$ cat config.mk
export PLATFORM = sky130hd
export DESIGN_NAME = autofocus_hill_climb_search_top
export DESIGN_NICKNAME = d
export VERILOG_FILES = /design/src/rtl/afhc_pkg.sv /design/src/rtl/afhc_csr.sv /design/src/rtl/afhc_core.sv /design/src/rtl/autofocus_hill_climb_search_top.sv
export SDC_FILE = /design/constraint.sdc
export NUM_CORES = 1
export LEC_CHECK = 0
export ABC_CLOCK_PERIOD_IN_PS = 12900
export BUFFER_PORTS_ARGS = -buffer_cell sky130_fd_sc_hd__buf_2
export CAP_MARGIN = 20
export CORE_MARGIN = 5
export CORE_UTILIZATION = 62
export CTS_CLUSTER_SIZE = 30
export DETAILED_ROUTE_END_ITERATION = 12
export GPL_ROUTABILITY_DRIVEN = 0
export PLACE_DENSITY = 0.89
export SETUP_SLACK_MARGIN = 0.02
export SLEW_MARGIN = 10
export SYNTH_ARGS = -nofsm -noshare
export SYNTH_HDL_FRONTEND = slang
export SYNTH_SLANG_ARGS = --single-unit
$ cat constraint.sdc
create_clock -name clock -period 12.9 [get_ports clock]
set_clock_uncertainty 0.1 [all_clocks]
set_input_delay 3.225 -clock clock [delete_from_list [all_inputs] [get_ports clock]]
set_output_delay 3.225 -clock clock [all_outputs]
set_load 0.005 [all_outputs]
$ cat src/rtl/afhc_pkg.sv
`timescale 1ns / 1ps
// ----------------------------------------------------------------------------
// afhc_pkg
// Shared types, register codes and the lens clamp/pack function for the
// hill-climb autofocus search.
// ----------------------------------------------------------------------------
package afhc_pkg;

   // Width of the sharpness value that takes part in the compare
   localparam int SHARPNESS_BITS = 32;
   localparam logic [31:0] SHARP_MASK =
      (SHARPNESS_BITS >= 32) ? 32'hFFFF_FFFF : 32'((64'd1 << SHARPNESS_BITS) - 64'd1);

   // Item commands
   localparam logic CMD_FRAME   = 1'b0;
   localparam logic CMD_RESTART = 1'b1;

   // Configuration register indexes
   localparam logic [1:0] CSR_MIN_POSITION = 2'd0;
   localparam logic [1:0] CSR_MAX_POSITION = 2'd1;
   localparam logic [1:0] CSR_STEP_SIZE    = 2'd2;
   localparam logic [1:0] CSR_PATIENCE     = 2'd3;

   // Reset values
   localparam logic [9:0] MIN_POSITION_RST = 10'd200;
   localparam logic [9:0] MAX_POSITION_RST = 10'd600;
   localparam logic [7:0] STEP_SIZE_RST    = 8'd10;
   localparam logic [3:0] PATIENCE_RST     = 4'd6;
   localparam logic [9:0] POSITION_RST     = 10'd200;

   localparam logic [3:0] COUNT_MAX = 4'hF;

   typedef struct packed {
      logic        command;
      logic [31:0] sharpness;
      logic [9:0]  start_position;
   } req_type;

   typedef struct packed {
      logic [9:0] lens_position;
      logic [5:0] high_byte;
      logic [7:0] low_byte;
      logic       focused;
   } rsp_type;

   typedef struct packed {
      logic [9:0] min_position;
      logic [9:0] max_position;
      logic [7:0] step_size;
      logic [3:0] patience;
   } cfg_type;

   // Clamp to max first, then raise to min; pack into the driver bytes
   function automatic rsp_type clamp_pack(input logic [10:0] pos, input logic done,
                                          input cfg_type cfg);
      logic [10:0] lim;
      rsp_type     r;
      lim = pos;
      if (lim > {1'b0, cfg.max_position}) lim = {1'b0, cfg.max_position};
      if (lim < {1'b0, cfg.min_position}) lim = {1'b0, cfg.min_position};
      r.lens_position = lim[9:0];
      r.high_byte     = lim[9:4];
      r.low_byte      = {lim[3:0], 4'b0000};
      r.focused       = done;
      return r;
   endfunction

endpackage

$ cat src/rtl/afhc_csr.sv
`timescale 1ns / 1ps
// ----------------------------------------------------------------------------
// afhc_csr
// Configuration register file: four write-only search settings.
// ----------------------------------------------------------------------------
module afhc_csr (
   input  logic              clock,
   input  logic              reset,
   input  logic              csr_we,
   input  logic [1:0]        csr_index,
   input  logic [9:0]        csr_wdata,
   output afhc_pkg::cfg_type cfg
);

   afhc_pkg::cfg_type cfg_ff, cfg_in;

   always_comb begin
      cfg_in = cfg_ff;
      if (csr_we) begin
         unique case (csr_index)
            afhc_pkg::CSR_MIN_POSITION: cfg_in.min_position = csr_wdata;
            afhc_pkg::CSR_MAX_POSITION: cfg_in.max_position = csr_wdata;
            afhc_pkg::CSR_STEP_SIZE:    cfg_in.step_size    = csr_wdata[7:0];
            afhc_pkg::CSR_PATIENCE:     cfg_in.patience     = csr_wdata[3:0];
            default:                    cfg_in = cfg_ff;
         endcase
      end
   end

   always_ff @(posedge clock) begin
      if (reset) begin
         cfg_ff.min_position <= afhc_pkg::MIN_POSITION_RST;
         cfg_ff.max_position <= afhc_pkg::MAX_POSITION_RST;
         cfg_ff.step_size    <= afhc_pkg::STEP_SIZE_RST;
         cfg_ff.patience     <= afhc_pkg::PATIENCE_RST;
      end else begin
         cfg_ff <= cfg_in;
      end
   end

   assign cfg = cfg_ff;

endmodule

$ cat src/rtl/afhc_core.sv
`timescale 1ns / 1ps
// ----------------------------------------------------------------------------
// afhc_core
// Search state and combinational step logic: best tracking, below-best count,
// lens stepping and the lock decision.
// ----------------------------------------------------------------------------
module afhc_core (
   input  logic              clock,
   input  logic              reset,
   input  logic              fire,
   input  afhc_pkg::req_type item,
   input  afhc_pkg::cfg_type cfg,
   output logic              res_valid,
   output afhc_pkg::rsp_type res
);

   logic        locked_ff, locked_in;
   logic [3:0]  count_ff, count_in;
   logic [31:0] best_sharp_ff, best_sharp_in;
   logic [9:0]  best_pos_ff, best_pos_in;
   logic [10:0] cur_pos_ff, cur_pos_in;

   logic [31:0] sharp;
   logic [3:0]  count_next;
   logic [10:0] stepped;
   logic [10:0] res_pos;
   logic        res_done;

   always_comb begin
      sharp         = item.sharpness & afhc_pkg::SHARP_MASK;
      stepped       = cur_pos_ff + {3'b000, cfg.step_size};
      count_next    = 4'd0;
      locked_in     = locked_ff;
      count_in      = count_ff;
      best_sharp_in = best_sharp_ff;
      best_pos_in   = best_pos_ff;
      cur_pos_in    = cur_pos_ff;
      res_valid     = 1'b0;
      res_pos       = cur_pos_ff;
      res_done      = 1'b0;

      if (item.command == afhc_pkg::CMD_RESTART) begin
         locked_in     = 1'b0;
         count_in      = 4'd0;
         best_sharp_in = 32'd0;
         cur_pos_in    = {1'b0, item.start_position};
         best_pos_in   = item.start_position;
         res_valid     = 1'b1;
         res_pos       = {1'b0, item.start_position};
      end else if (!locked_ff) begin
         if (count_ff == cfg.patience || cur_pos_ff >= {1'b0, cfg.max_position}) begin
            // end of search: go back to the best position
            count_in  = 4'd0;
            locked_in = 1'b1;
            res_valid = 1'b1;
            res_pos   = {1'b0, best_pos_ff};
            res_done  = 1'b1;
         end else begin
            if (sharp > best_sharp_ff) begin
               best_pos_in   = cur_pos_ff[9:0];
               best_sharp_in = sharp;
            end
            if (sharp < best_sharp_ff) begin
               count_next = (count_ff == afhc_pkg::COUNT_MAX) ? count_ff : count_ff + 4'd1;
            end
            count_in = count_next;
            // count past patience (patience lowered mid-search): hold the lens
            if (count_next <= cfg.patience) begin
               cur_pos_in = stepped;
               res_valid  = 1'b1;
               res_pos    = stepped;
            end
         end
      end
   end

   assign res = afhc_pkg::clamp_pack(res_pos, res_done, cfg);

   always_ff @(posedge clock) begin
      if (reset) begin
         locked_ff     <= 1'b0;
         count_ff      <= 4'd0;
         best_sharp_ff <= 32'd0;
         best_pos_ff   <= afhc_pkg::POSITION_RST;
         cur_pos_ff    <= {1'b0, afhc_pkg::POSITION_RST};
      end else if (fire) begin
         locked_ff     <= locked_in;
         count_ff      <= count_in;
         best_sharp_ff <= best_sharp_in;
         best_pos_ff   <= best_pos_in;
         cur_pos_ff    <= cur_pos_in;
      end
   end

endmodule

$ cat src/rtl/autofocus_hill_climb_search_top.sv
`timescale 1ns / 1ps
// ----------------------------------------------------------------------------
// autofocus_hill_climb_search_top
// Contrast-detect autofocus, hill-climb search: one sharpness item per frame
// in, zero or one clamped lens write out.
// ----------------------------------------------------------------------------
//
//  Channel   Ports                          Handshake     Payload
//  -------   -----------------------------  ------------  -----------------
//  request   req_valid/req_ready/req_data    valid/ready   afhc_pkg::req_type
//  response  rsp_valid/rsp_ready/rsp_data    valid/ready   afhc_pkg::rsp_type
//  config    csr_we/csr_index/csr_wdata      write only    10-bit data
//
//  One item per cycle sustained while the response is not stalled. The item is
//  captured in the input register, the step logic runs against the search
//  state and the result lands in the response register.
//  A stalled response holds the input register; req_ready falls only while
//  both registers are full. Reset (synchronous) clears both valids, the
//  search state and the settings.
//
module autofocus_hill_climb_search_top (
   input  logic              clock,
   input  logic              reset,
   input  logic              req_valid,
   output logic              req_ready,
   input  afhc_pkg::req_type req_data,
   output logic              rsp_valid,
   input  logic              rsp_ready,
   output afhc_pkg::rsp_type rsp_data,
   input  logic              csr_we,
   input  logic [1:0]        csr_index,
   input  logic [9:0]        csr_wdata
);

   afhc_pkg::cfg_type cfg;

   // input register
   logic              in_valid_ff, in_valid_in;
   afhc_pkg::req_type in_data_ff;

   // response register
   logic              out_valid_ff, out_valid_in;
   afhc_pkg::rsp_type out_data_ff, out_data_in;

   logic              fire;
   logic              res_valid;
   afhc_pkg::rsp_type res;

   afhc_csr u_csr (
      .clock     (clock),
      .reset     (reset),
      .csr_we    (csr_we),
      .csr_index (csr_index),
      .csr_wdata (csr_wdata),
      .cfg       (cfg)
   );

   afhc_core u_core (
      .clock     (clock),
      .reset     (reset),
      .fire      (fire),
      .item      (in_data_ff),
      .cfg       (cfg),
      .res_valid (res_valid),
      .res       (res)
   );

   // the held item moves on when the response register is free or draining
   assign fire      = in_valid_ff && (!out_valid_ff || rsp_ready);
   assign req_ready = !in_valid_ff || fire;

   always_comb begin
      in_valid_in  = in_valid_ff;
      out_valid_in = out_valid_ff;
      out_data_in  = out_data_ff;
      if (req_valid && req_ready) begin
         in_valid_in = 1'b1;
      end else if (fire) begin
         in_valid_in = 1'b0;
      end
      if (fire) begin
         // frames while locked give no result; the register just drains
         out_valid_in = res_valid;
         out_data_in  = res;
      end else if (rsp_ready) begin
         out_valid_in = 1'b0;
      end
   end

   always_ff @(posedge clock) begin
      if (reset) begin
         in_valid_ff  <= 1'b0;
         out_valid_ff <= 1'b0;
      end else begin
         in_valid_ff  <= in_valid_in;
         out_valid_ff <= out_valid_in;
      end
   end

   always_ff @(posedge clock) begin
      if (req_valid && req_ready) begin
         in_data_ff <= req_data;
      end
      out_data_ff <= out_data_in;
   end

   assign rsp_valid = out_valid_ff;
   assign rsp_data  = out_data_ff;

endmodule

==> flow_summary.json <==
{
  "outcome": "completed",
  "synth_xor_area_share_pct": 1.296,
  "htree_levels": 4,
  "grt_pass1_vias": 6387,
  "die-width_um": 124.4,
  "cts_root_buf": "clkbuf_16",
  "post_cts_resized": 0,
  "die_y_um": 124.4,
  "r2r-start": "in_data_ff[27]",
  "cts-hold-fix-buffers": 0,
  "worst-path-max-fanout": 14,
  "drc": 0,
  "drt_first_pass_iters": 7,
  "cts_buffers": 17,
  "clock-sinks": 146,
  "ant_nets": 0,
  "grt_max_degree": 83,
  "wl_met1_um": 8056,
  "drive_gt1_share_pct": 18.71,
  "vias": 6610,
  "min_period_ns": 8.323,
  "slowest_stage": "or2_1",
  "cts_setup_buffers": 0,
  "setup_tns_ns": 0,
  "slew_viol_final": 0,
  "viasPerCell": 6.178,
  "p_clk_share_pct": 40.4,
  "grt_setup_unrepaired": "false",
  "yosysUniqueCellTypes": 76,
  "wire_per_inst_um": 18.03,
  "max_stage_delay_ns": 0.44,
  "crit_buf_inv": 0,
  "synth_top_family_by_area": "compound AO/OA/AOI/OAI gates",
  "routed.top_layer": "met4",
  "wl_met2_um": 9273,
  "grt_overflow": 0,
  "crit_start": "in_data_ff[27]",
  "core_sq_mm": 0.01272,
  "wl_met3_um": 1469,
  "synth.cell_area_sq_mm": 0.008109,
  "cts.path.max_buffers": 2,
  "drtIter0Drc": 643,
  "grt_pass1_wl_um": 31700,
  "critical_path.top_delay_family": "compound AO/OA/AOI/OAI gates",
  "worst_ir_drop_vdd_v": 0.0001078,
  "hp-start": "u_csr.cfg[6]",
  "end_kind": "register",
  "combPwrFrac_pct": 17.5,
  "synthMuxAreaShare_pct": 4.860,
  "synthAdderAreaFrac_pct": 11.66,
  "p_int_uw": 890.7,
  "yosys_warnings": 0,
  "cts_tree": "built",
  "hold_violations": 0,
  "setup_slack_ns": 4.577,
  "area_growth_pct": 12.47,
  "synth-simple-area-share_pct": 15.38,
  "portBuffers": 82,
  "fillCellCount": 947,
  "yosys_most_used_dff": "dfxtp_1",
  "synth-compound-area-share_pct": 17.51,
  "powerDensity_mw_per_mm2": 136.2,
  "diodes": 0,
  "fin_nets": 1020,
  "multi_input_area_sq_mm": 0.004134,
  "seq_area_frac_synth_pct": 42.71,
  "synth-async-reset-ratio_pct": 0,
  "stdcell_area_sq_mm": 0.009120,
  "tightestPinTransition_ns": 1.014,
  "swShare_pct": 28.29,
  "hold_class": "register to register",
  "syn_inst": 830,
  "seq_area_sq_mm": 0.003463,
  "fin_util_pct": 71.69,
  "gr-usage-all-layers_pct": 25.07,
  "startpoint_type": "register",
  "pre_cts_ws_ns": 4.704,
  "avgSynthCellArea_sq_um": 9.770,
  "p_leak_uw": 0.003762,
  "cp.arrival_ns": 8.40,
  "max_freq_mhz": 120.1,
  "ys_seq_elements": 146,
  "io_pins": 87,
  "post-route-period-util_pct": 64.52,
  "setup-violations-final": 0,
  "place_area_sq_mm": 0.008519,
  "synth-edff-count": 54,
  "crit_type": "register to register",
  "dp_hpwl_um": 13550,
  "drt-total-wl_um": 19300,
  "start_util_pct": 63.74,
  "required_ns": 12.98,
  "slew_headroom_pct": 32.41,
  "drv_cap": 0,
  "clk_pin_slew_ns": 0.07,
  "p_switching_uw": 351.3,
  "antenna_found_initial": 0,
  "seqPwrFrac_pct": 42.1,
  "row_count": 41,
  "clk_latency_ns": 0.44,
  "dieArea_sq_mm": 0.01547
}
[worst reg2reg max path: cells and delay by family, from the launching register on]
kind                       cells  cell delay, ns
AOI/OAI and AO/OA             14            2.96
and+or+nand+nor               11            2.55
muxes                          3            0.86
adders and majority gates      4            1.21
DFF                            1            0.39
[cell usage after synthesis, types with 18 or more instances]
| library cell | instances | area (sq um) |
|---|---|---|
| a21o_1 | 21 | 157.7 |
| a21oi_1 | 58 | 290.3 |
| clkbuf_1 | 29 | 108.9 |
| dfxtp_1 | 92 | 1842 |
| edfxtp_1 | 54 | 1622 |
| ha_1 | 74 | 925.9 |
| inv_1 | 64 | 240.2 |
| mux2_2 | 18 | 202.7 |
| mux2i_1 | 18 | 180.2 |
| nand2_1 | 90 | 337.8 |
| nor2_1 | 38 | 142.6 |
| o211ai_1 | 19 | 142.6 |
| o31ai_1 | 26 | 195.2 |
[metrics by stage]
stage | std cells | hold WS (ns) | total power [uW]
after floorplan | 833 | 0.3406 | 687.8
after detailed placement | 1038 | 0.3567 | 743.6
after global placement | 1038 | 0.3525 | 736.8
final | 1070 | 0.3735 | 1242
after global routing | 1070 | 0.3778 | 1289
after CTS | 1070 | 0.3712 | 1241
[power groups by stage]
stage / clock network (uW) / logic [uW] / registers (uW)
3_5_place_dp: 0 / 211 / 533
4_1_cts: 504 / 214 / 523
6_report: 502 / 217 / 523
2_1_floorplan: 0 / 161 / 527
3_3_place_gp: 0 / 205 / 532
5_1_grt: 524 / 239 / 526
[final timing paths]
| kind | cells past startpoint | endpoint | slack (ns) |
|---|---|---|---|
| worst max-delay path | 32 | rsp_data[21] | 4.58 |
| worst min register to register | 2 | u_csr.cfg[6] | 0.37 |
| worst max register to register | 32 | rsp_data[21] | 4.58 |
| worst min-delay path | 2 | u_csr.cfg[6] | 0.37 |
[layer usage]
metal	track usage, %	up-vias
li1	-	3120
met1	32.12	3147
met2	41.06	294
met3	5.360	49
met4	10.57	0
met5	0	-
[registers in the layout (all words and copies together), names as in the netlist]
signal / cells
in_data_ff: 43
u_core.best_sharp_ff: 32
u_csr.cfg: 32
rsp_data: 11
u_core.cur_pos_ff: 11
u_core.best_pos_ff: 10
u_core.count_ff: 4
in_valid_ff: 1
rsp_valid: 1
u_core.locked_ff: 1
[cell families (layout without fill, tap and decap cells)]
kind of cell | Yosys count | in the layout
AOI/OAI and AO/OA | 200 | 200
xor gates and xnor gates | 12 | 12
adders and majority gates | 75 | 75
buffers and inverters | 121 | 186
DFF | 146 | 146
muxes | 37 | 37
other | 1 | 4
and+or+nand+nor | 238 | 238
[area by class of cell]
cell class	count	share of cell area (%)
multi-input cells	566	45.33
clock buffers	17	4.665
well taps	172	2.360
clock inverters	15	1.921
inverters	65	2.675
flip-flops and latches	146	37.98
repair buffers	89	5.076
[layout by cell type, fill, tap and decap left out, types with 5 or more instances in the layout]
cell,n
a21oi_1,58
or2_2,7
buf_2,82
inv_1,64
buf_4,7
o21ai_0,17
or4b_2,5
ha_1,74
nand2_1,90
edfxtp_1,54
xor2_1,9
nor3_1,11
o31ai_1,26
nor2_1,38
a21o_1,21
mux2_2,18
a32o_1,12
nor2b_1,6
a31oi_1,6
o211ai_1,19
or4b_1,14
mux2i_1,18
nand4_1,14
clkbuf_16,17
nand2b_1,9
dfxtp_1,92
nand3_1,14
Power figures use the tool's default switching activity.
